===== src/rtl/lfq_pkg.sv =====
package lfq_pkg;

    localparam int DEPTH_DEF       = 16;
    localparam int VALUE_WIDTH_DEF = 32;

    // command codes
    localparam logic [2:0] CMD_ENQ   = 3'd0;
    localparam logic [2:0] CMD_DEQ   = 3'd1;
    localparam logic [2:0] CMD_RM    = 3'd2;
    localparam logic [2:0] CMD_FIND  = 3'd3;
    localparam logic [2:0] CMD_CLEAR = 3'd4;

    // status codes
    localparam logic [1:0] ST_OK        = 2'd0;
    localparam logic [1:0] ST_EMPTY     = 2'd1;
    localparam logic [1:0] ST_NOT_FOUND = 2'd2;
    localparam logic [1:0] ST_FULL      = 2'd3;

    typedef struct packed {
        logic [2:0]  cmd;
        logic [31:0] value;
    } t_in_word;

    typedef struct packed {
        logic [1:0]  status;
        logic [31:0] result_value;
        logic [3:0]  position;
        logic [4:0]  count;
        logic        is_empty;
    } t_out_word;

endpackage


===== src/rtl/lfq_mem.sv =====
module lfq_mem
    import lfq_pkg::*;
#(
    parameter int WIDTH = VALUE_WIDTH_DEF,
    parameter int DEPTH = DEPTH_DEF
) (
    input  logic                     i_clk,
    input  logic                     i_we,
    input  logic [$clog2(DEPTH)-1:0] i_waddr,
    input  logic [WIDTH-1:0]         i_wdata,
    input  logic [$clog2(DEPTH)-1:0] i_raddr,
    output logic [WIDTH-1:0]         o_rdata
);

    logic [WIDTH-1:0] r_mem [DEPTH];
    logic [WIDTH-1:0] r_rdata;

    always_ff @(posedge i_clk) begin
        if (i_we) begin
            r_mem[i_waddr] <= i_wdata;
        end
        r_rdata <= r_mem[i_raddr];
    end

    assign o_rdata = r_rdata;

endmodule


===== src/rtl/linked_fifo_with_remove_top.sv =====
// Linked-list queue of up to DEPTH values with enqueue, dequeue, remove-by-value,
// find-by-value and clear.
// Input channel: i_in_valid / o_in_stall carry one command word (cmd, value).
// Output channel: o_out_valid / i_out_stall carry one result word per command
// (status, result_value, position, count, is_empty).
// One command is worked at a time; o_in_stall is high from acceptance until
// its result is loaded into the output register.
// Enqueue passes through dispatch and, when a freed slot is reused, a pop of
// the free chain; dequeue reads the head and then frees its slot; find and
// remove walk the list, and a remove that hits also frees the slot. The walk
// reads one entry per cycle from the value and link memories through their
// single read port.
// The next command can be taken in the cycle after the result is loaded.
// A result waiting under i_out_stall does not block a new command; that
// command is worked and holds in its final step until the output is free.
// Reset empties the queue and the output register; no clearing pass is run.
// Freed slots are chained through the link memory, so memory contents are
// never cleared.
module linked_fifo_with_remove_top
    import lfq_pkg::*;
#(
    parameter int DEPTH       = DEPTH_DEF,
    parameter int VALUE_WIDTH = VALUE_WIDTH_DEF
) (
    input  logic      i_clk,
    input  logic      i_rst_n,
    input  logic      i_in_valid,
    output logic      o_in_stall,
    input  t_in_word  i_in_word,
    output logic      o_out_valid,
    input  logic      i_out_stall,
    output t_out_word o_out_word
);

    localparam int AW = $clog2(DEPTH);
    localparam int CW = $clog2(DEPTH + 1);
    localparam int SW = (VALUE_WIDTH < 32) ? VALUE_WIDTH : 32;

    localparam logic [2:0] S_IDLE     = 3'd0;
    localparam logic [2:0] S_DISPATCH = 3'd1;
    localparam logic [2:0] S_ENQ_POP  = 3'd2;
    localparam logic [2:0] S_DEQ      = 3'd3;
    localparam logic [2:0] S_WALK     = 3'd4;
    localparam logic [2:0] S_FREE     = 3'd5;
    localparam logic [2:0] S_DONE     = 3'd6;

    logic [2:0]    r_state, n_state;
    logic [2:0]    r_cmd, n_cmd;
    logic [SW-1:0] r_val, n_val;
    logic [AW-1:0] r_head, n_head;
    logic [AW-1:0] r_tail, n_tail;
    logic [CW-1:0] r_count, n_count;
    logic [CW-1:0] r_fresh, n_fresh;     // slots handed out since clear
    logic [AW-1:0] r_free_head, n_free_head;
    logic [AW-1:0] r_cur, n_cur;
    logic [AW-1:0] r_prev, n_prev;
    logic [AW-1:0] r_idx, n_idx;
    t_out_word     r_res, n_res;
    logic          r_out_valid, n_out_valid;
    t_out_word     r_out_word, n_out_word;

    logic          val_we;
    logic [AW-1:0] val_waddr;
    logic          link_we;
    logic [AW-1:0] link_waddr;
    logic [AW-1:0] link_wdata;
    logic [AW-1:0] mem_raddr;
    logic [SW-1:0] val_rdata;
    logic [AW-1:0] link_rdata;
    logic          do_enq;
    logic [AW-1:0] enq_slot;
    logic          free_avail;

    lfq_mem #(.WIDTH(SW), .DEPTH(DEPTH)) u_val_mem (
        .i_clk   (i_clk),
        .i_we    (val_we),
        .i_waddr (val_waddr),
        .i_wdata (r_val),
        .i_raddr (mem_raddr),
        .o_rdata (val_rdata)
    );

    lfq_mem #(.WIDTH(AW), .DEPTH(DEPTH)) u_link_mem (
        .i_clk   (i_clk),
        .i_we    (link_we),
        .i_waddr (link_waddr),
        .i_wdata (link_wdata),
        .i_raddr (mem_raddr),
        .o_rdata (link_rdata)
    );

    // freed slots sit on the free chain; never-used slots come from r_fresh
    assign free_avail = (r_fresh != r_count);

    always_comb begin
        n_state     = r_state;
        n_cmd       = r_cmd;
        n_val       = r_val;
        n_head      = r_head;
        n_tail      = r_tail;
        n_count     = r_count;
        n_fresh     = r_fresh;
        n_free_head = r_free_head;
        n_cur       = r_cur;
        n_prev      = r_prev;
        n_idx       = r_idx;
        n_res       = r_res;
        n_out_valid = r_out_valid && i_out_stall;
        n_out_word  = r_out_word;
        val_we      = 1'b0;
        val_waddr   = r_tail;
        link_we     = 1'b0;
        link_waddr  = r_tail;
        link_wdata  = r_free_head;
        mem_raddr   = r_head;
        do_enq      = 1'b0;
        enq_slot    = r_free_head;

        case (r_state)
            S_IDLE: begin
                if (i_in_valid) begin
                    n_cmd   = i_in_word.cmd;
                    n_val   = i_in_word.value[SW-1:0];
                    n_res   = '0;
                    n_state = S_DISPATCH;
                end
            end
            S_DISPATCH: begin
                n_state = S_DONE;
                case (r_cmd)
                    CMD_ENQ: begin
                        if (r_count == CW'(DEPTH)) begin
                            n_res.status = ST_FULL;
                        end else if (free_avail) begin
                            mem_raddr = r_free_head;
                            n_state   = S_ENQ_POP;
                        end else begin
                            do_enq   = 1'b1;
                            enq_slot = r_fresh[AW-1:0];
                            n_fresh  = r_fresh + CW'(1);
                        end
                    end
                    CMD_DEQ: begin
                        if (r_count == '0) begin
                            n_res.status = ST_EMPTY;
                        end else begin
                            mem_raddr = r_head;
                            n_state   = S_DEQ;
                        end
                    end
                    CMD_RM, CMD_FIND: begin
                        if (r_count == '0) begin
                            n_res.status = ST_EMPTY;
                        end else begin
                            mem_raddr = r_head;
                            n_cur     = r_head;
                            n_prev    = r_head;
                            n_idx     = '0;
                            n_state   = S_WALK;
                        end
                    end
                    CMD_CLEAR: begin
                        n_count = '0;
                        n_fresh = '0;
                        n_head  = '0;
                        n_tail  = '0;
                    end
                    default: begin
                    end
                endcase
            end
            S_ENQ_POP: begin
                do_enq      = 1'b1;
                enq_slot    = r_free_head;
                n_free_head = link_rdata;
                n_state     = S_DONE;
            end
            S_DEQ: begin
                n_res.result_value = 32'(val_rdata);
                n_count = r_count - CW'(1);
                if (r_count != CW'(1)) begin
                    n_head = link_rdata;
                end
                n_cur   = r_head;
                n_state = S_FREE;
            end
            S_WALK: begin
                if (val_rdata == r_val) begin
                    n_res.position = 4'(r_idx);
                    if (r_cmd == CMD_FIND) begin
                        n_res.result_value = 32'(r_val);
                        n_state = S_DONE;
                    end else begin
                        if (r_idx == '0) begin
                            n_head = link_rdata;
                        end else begin
                            link_we    = 1'b1;
                            link_waddr = r_prev;
                            link_wdata = link_rdata;
                            if (r_cur == r_tail) begin
                                n_tail = r_prev;
                            end
                        end
                        n_count = r_count - CW'(1);
                        n_state = S_FREE;
                    end
                end else if (CW'(r_idx) + CW'(1) == r_count) begin
                    n_res.status = ST_NOT_FOUND;
                    n_state = S_DONE;
                end else begin
                    mem_raddr = link_rdata;
                    n_prev    = r_cur;
                    n_cur     = link_rdata;
                    n_idx     = r_idx + AW'(1);
                end
            end
            S_FREE: begin
                // push the dropped slot onto the free chain
                link_we     = 1'b1;
                link_waddr  = r_cur;
                link_wdata  = r_free_head;
                n_free_head = r_cur;
                n_state     = S_DONE;
            end
            S_DONE: begin
                if (!r_out_valid || !i_out_stall) begin
                    n_out_valid         = 1'b1;
                    n_out_word          = r_res;
                    n_out_word.count    = 5'(r_count);
                    n_out_word.is_empty = (r_count == '0);
                    n_state             = S_IDLE;
                end
            end
            default: begin
                n_state = S_IDLE;
            end
        endcase

        if (do_enq) begin
            val_we    = 1'b1;
            val_waddr = enq_slot;
            if (r_count == '0) begin
                n_head = enq_slot;
            end else begin
                link_we    = 1'b1;
                link_waddr = r_tail;
                link_wdata = enq_slot;
            end
            n_tail  = enq_slot;
            n_count = r_count + CW'(1);
        end
    end

    always_ff @(posedge i_clk) begin
        if (!i_rst_n) begin
            r_state     <= S_IDLE;
            r_head      <= '0;
            r_tail      <= '0;
            r_count     <= '0;
            r_fresh     <= '0;
            r_free_head <= '0;
            r_out_valid <= 1'b0;
        end else begin
            r_state     <= n_state;
            r_head      <= n_head;
            r_tail      <= n_tail;
            r_count     <= n_count;
            r_fresh     <= n_fresh;
            r_free_head <= n_free_head;
            r_out_valid <= n_out_valid;
        end
    end

    always_ff @(posedge i_clk) begin
        r_cmd      <= n_cmd;
        r_val      <= n_val;
        r_cur      <= n_cur;
        r_prev     <= n_prev;
        r_idx      <= n_idx;
        r_res      <= n_res;
        r_out_word <= n_out_word;
    end

    assign o_in_stall  = (r_state != S_IDLE);
    assign o_out_valid = r_out_valid;
    assign o_out_word  = r_out_word;

endmodule


===== config.mk =====
export PLATFORM = sky130hd
export DESIGN_NAME = linked_fifo_with_remove_top
export DESIGN_NICKNAME = d
export VERILOG_FILES = /design/src/rtl/lfq_pkg.sv /design/src/rtl/lfq_mem.sv /design/src/rtl/linked_fifo_with_remove_top.sv
export SDC_FILE = /design/constraint.sdc
export NUM_CORES = 1
export LEC_CHECK = 0
export BUFFER_PORTS_ARGS = -buffer_cell sky130_fd_sc_hd__buf_2
export CAP_MARGIN = 10
export CORE_UTILIZATION = 51
export CTS_BUF_LIST = sky130_fd_sc_hd__clkbuf_16
export CTS_CLUSTER_DIAMETER = 200
export DETAILED_ROUTE_END_ITERATION = 10
export GPL_ROUTABILITY_DRIVEN = 0
export PLACE_DENSITY = 0.68
export SETUP_SLACK_MARGIN = 0.15
export SLEW_MARGIN = 20
export SYNTH_ARGS = -nofsm -noshare
export SYNTH_HDL_FRONTEND = slang
export SYNTH_SLANG_ARGS = --single-unit
export TNS_END_PERCENT = 30

===== constraint.sdc =====
create_clock -name i_clk -period 6.95 [get_ports i_clk]
set_clock_uncertainty 0.15 [all_clocks]
set_input_delay 1.0425 -clock i_clk [delete_from_list [all_inputs] [get_ports i_clk]]
set_output_delay 1.0425 -clock i_clk [all_outputs]
set_load 0.01 [all_outputs]

==> metrics.md <==
| Metric | Value |
|---|---|
| Sw frac | 33.70% |
| H-tree Lvls | 3 |
| Register area share after synthesis | 75.35% |
| Smallest hold slack | 0.2670 ns |
| Synth Area in Compound Gates | 6.184% |
| Psw | 4.971 mW |
| Core Footprint | 57,700 µm² |
| Post-Synth Simple-Gate Area | 4.712% |
| Mapped cell area | 29,740 µm² |
| Fin crit period | 5.249 ns |
| CTS Hold Bufs | 0 |
| Post-synth ARST share | 0% |
| VDD IR max | 0.3888 mV |
| Die width | 243.5 µm |
| Top Ports | 85 |
| DRT Pass-1 Iters | 6 |
| PwrDens | 439.9 nW/µm² |
| CP Data Arrival Time | 5.35 ns |
| Initial Util | 51.55% |
| Crit path from | r_val[26] |
| Post-synthesis mux area share | 10.24% |
| Crit Path Max Fanout | 18 |
| TritonCTS clock tree | done |
| PnR worst setup slack | 1.701 ns |
| Final Hold Vio Count | 0 |
| Setup Viol. Count Final | 0 |
| Via density | 6.132 |
| Pin count of the biggest net entering global routing | 96 |
| Setup crit start kind | flip-flop |
| Post-DRT Antenna Nets | 0 |
| Vias in the first global route | 16,000 |
| Layout cells sized above 1 | 13.90% |
| Synth top area share | 71.18% |
| Nets | 1,905 |
| Maximum Capacitance Violations | 0 |
| GRT Overall Usage | 24.27% |
| Clk buf depth | 3 |
| Drt drc | 0 |
| Commonest non-fill, non-tap cell in the layout | edfxtp_1 |
| HP Class | reg2reg |
| Clock latency on the worst-skew pair | 0.64 ns |
| Setup tns final | 0 ns |
| Main combinational cell family by area after synthesis | multiplexers |
| Ant. Diodes | 0 |
| Synth area leaders | edfxtp_1, mux2i_1, dfxtp_1 |
| Int Pwr | 9.781 mW |
| Adder-cell share of the synthesized area | 0.2945% |
| Placed cell count | 2,545 |
| Fmax | 190.5 MHz |
| Clock sinks | 767 |
| RSZ-0062 raised after global routing | no |
| P&R area growth vs syn | 12.74% |
| Place WS | 1.869 ns |
| Leak Pwr | 10.93 nW |
| EDFF count, synth | 705 |
| Register-to-register setup slack | 1.70 ns |
| Final Cycle Share | 75.53% |
| #FFs+latches synth | 767 |
| Post-CTS Setup Bufs | 0 |
| Detailed Route WL | 72,420 µm |
| Drt wl/cell | 26.96 µm |
| Cts bufs inserted | 77 |
| Cts repair resizes | 0 |
| Rows | 88 |
| Clock share of power | 27.1% |
| Die area | 59,290 µm² |
| WP data required | 7.05 ns |
| Root Driver | clkbuf_16 |
| Synth warn | 0 |
| Final HPWL from detailed placement | 39,670 µm |
| Cell Count, Final, Fillers Out | 2,686 |
| Final-report max-slew violation count | 0 |
| Iteration-0 DRC count of the detailed router | 1,794 |
| Crit Path Class | reg2reg |
| Cell taking the most area after synthesis | edfxtp_1 |
| Hold_sp | r_res[17] |
| Initial antenna violation count | 0 |
| First-pass GRT wire length | 104,500 µm |
| Worst Tran Pin Value | 1.088 ns |
| Post-synth net total | 1,790 |
| Sequential power share | 43.9% |
| Post-Synth XOR/XNOR Area | 1.489% |
| Clock Pin Slew Worst Setup and Hold Paths | 0.06 ns |
| Routed via count | 16,470 |
| Synth Flop Type | edfxtp_1 |
| Syn_area_per_cell | 17.05 µm² |
| Max-slew headroom | 26.97% |
| Netlist cell types | 68 |
| R2r startpoint | r_val[26] |
| Comb power frac | 29.1% |
| Crit path capture type | flip-flop |
| PortBufs | 84 |
| Most frequent cells in the layout | edfxtp_1, mux2i_1, o22ai_1, buf_2, clkbuf_16 |
| Die height | 243.5 µm |
| Mapped Cells | 1,744 |
| Total grt overflow | 0 |
| Util after Layout | 58.12% |
| Status | finished clean |
## per-stage QoR
stage          cell area (µm²)  power [mW]
3_5_place_dp             31090       10.78
3_3_place_gp             31090       10.70
2_1_floorplan            29740       9.373
5_1_grt                  33530       15.27
6_report                 33530       14.75
4_1_cts                  33530       14.75
## logic make-up (layout without fill, tap and decap cells)
| logic type | Yosys count | count (layout) |
|---|---|---|
| muxes | 304 | 304 |
| AOI/OAI and AO/OA | 271 | 271 |
| adders and majority gates | 7 | 7 |
| xor gates and xnor gates | 49 | 49 |
| DFF | 767 | 767 |
| buffers and inverters | 93 | 270 |
| and+or+nand+nor | 253 | 253 |
## cells in the mapped netlist (all sizes together) (4+ instances only)
cell type,n
a211oi,4
a21oi,25
a221o,5
a221oi,9
a22o,33
a22oi,4
and2,8
and3,7
buf,62
clkbuf,22
dfxtp,62
edfxtp,705
ha,7
inv,9
mux2i,301
nand2,53
nand2b,10
nand3,13
nand4,7
nor2,64
nor2b,7
nor3,14
nor4,12
o211ai,4
o21ai,23
o22ai,145
or2,4
or4,37
xnor2,8
xor2,40
## final cells by class
class                           instances  area [µm²]
Clock buffer                           78        1952
Clock inverter                         63       491.7
Fill cell                            4335       24160
Inverter                                9       33.78
Multi-Input combinational cell        884        6969
Sequential cell                       767       22410
Tap cell                              765       957.2
Timing Repair Buffer                  120       715.7
## sequential cells by signal (all words and copies together) (netlist names), 5 cells and up
register           flops
u_val_mem.r_mem      512
u_link_mem.r_mem      64
o_out_word            44
r_res                 38
r_val                 32
u_val_mem.o_rdata     32
r_count                5
r_fresh                5
## routing by layer
metal	wire, µm	up-vias	global-route usage [%]
li1	-	7190	-
met1	30620	8382	34.13
met2	33840	763	38.03
met3	5943	135	4.682
met4	2018	0	8.401
met5	0	-	0
## worst max-delay path: stages (launching register included)
cell and delay (ns):
edfxtp_1 0.62, xor2_1 0.23, nor4_1 0.75, nand4_1 0.43
nor2_1 0.45, a31oi_1 0.14, or3b_1 0.47, a222oi_1 0.79
nor3b_2 0.37, nor2b_1 0.45
## power groups by stage
stage | Sequential [mW] | Clock (mW) | Combinational, mW
2_1_floorplan | 6.31 | 0 | 3.06
3_3_place_gp | 6.52 | 0 | 4.18
3_5_place_dp | 6.54 | 0 | 4.24
4_1_cts | 6.45 | 4.04 | 4.26
5_1_grt | 6.52 | 4.21 | 4.54
6_report | 6.47 | 4.00 | 4.29
## path summary, 6_finish.rpt
path                                                end  cells past startpoint
worst max register to register  u_link_mem.r_mem[12][0]                      9
worst max-delay path            u_link_mem.r_mem[12][0]                      9
worst min register to register           o_out_word[17]                      0
worst min-delay path                     o_out_word[17]                      0
No activity file was read; power rests on OpenSTA's default activity.
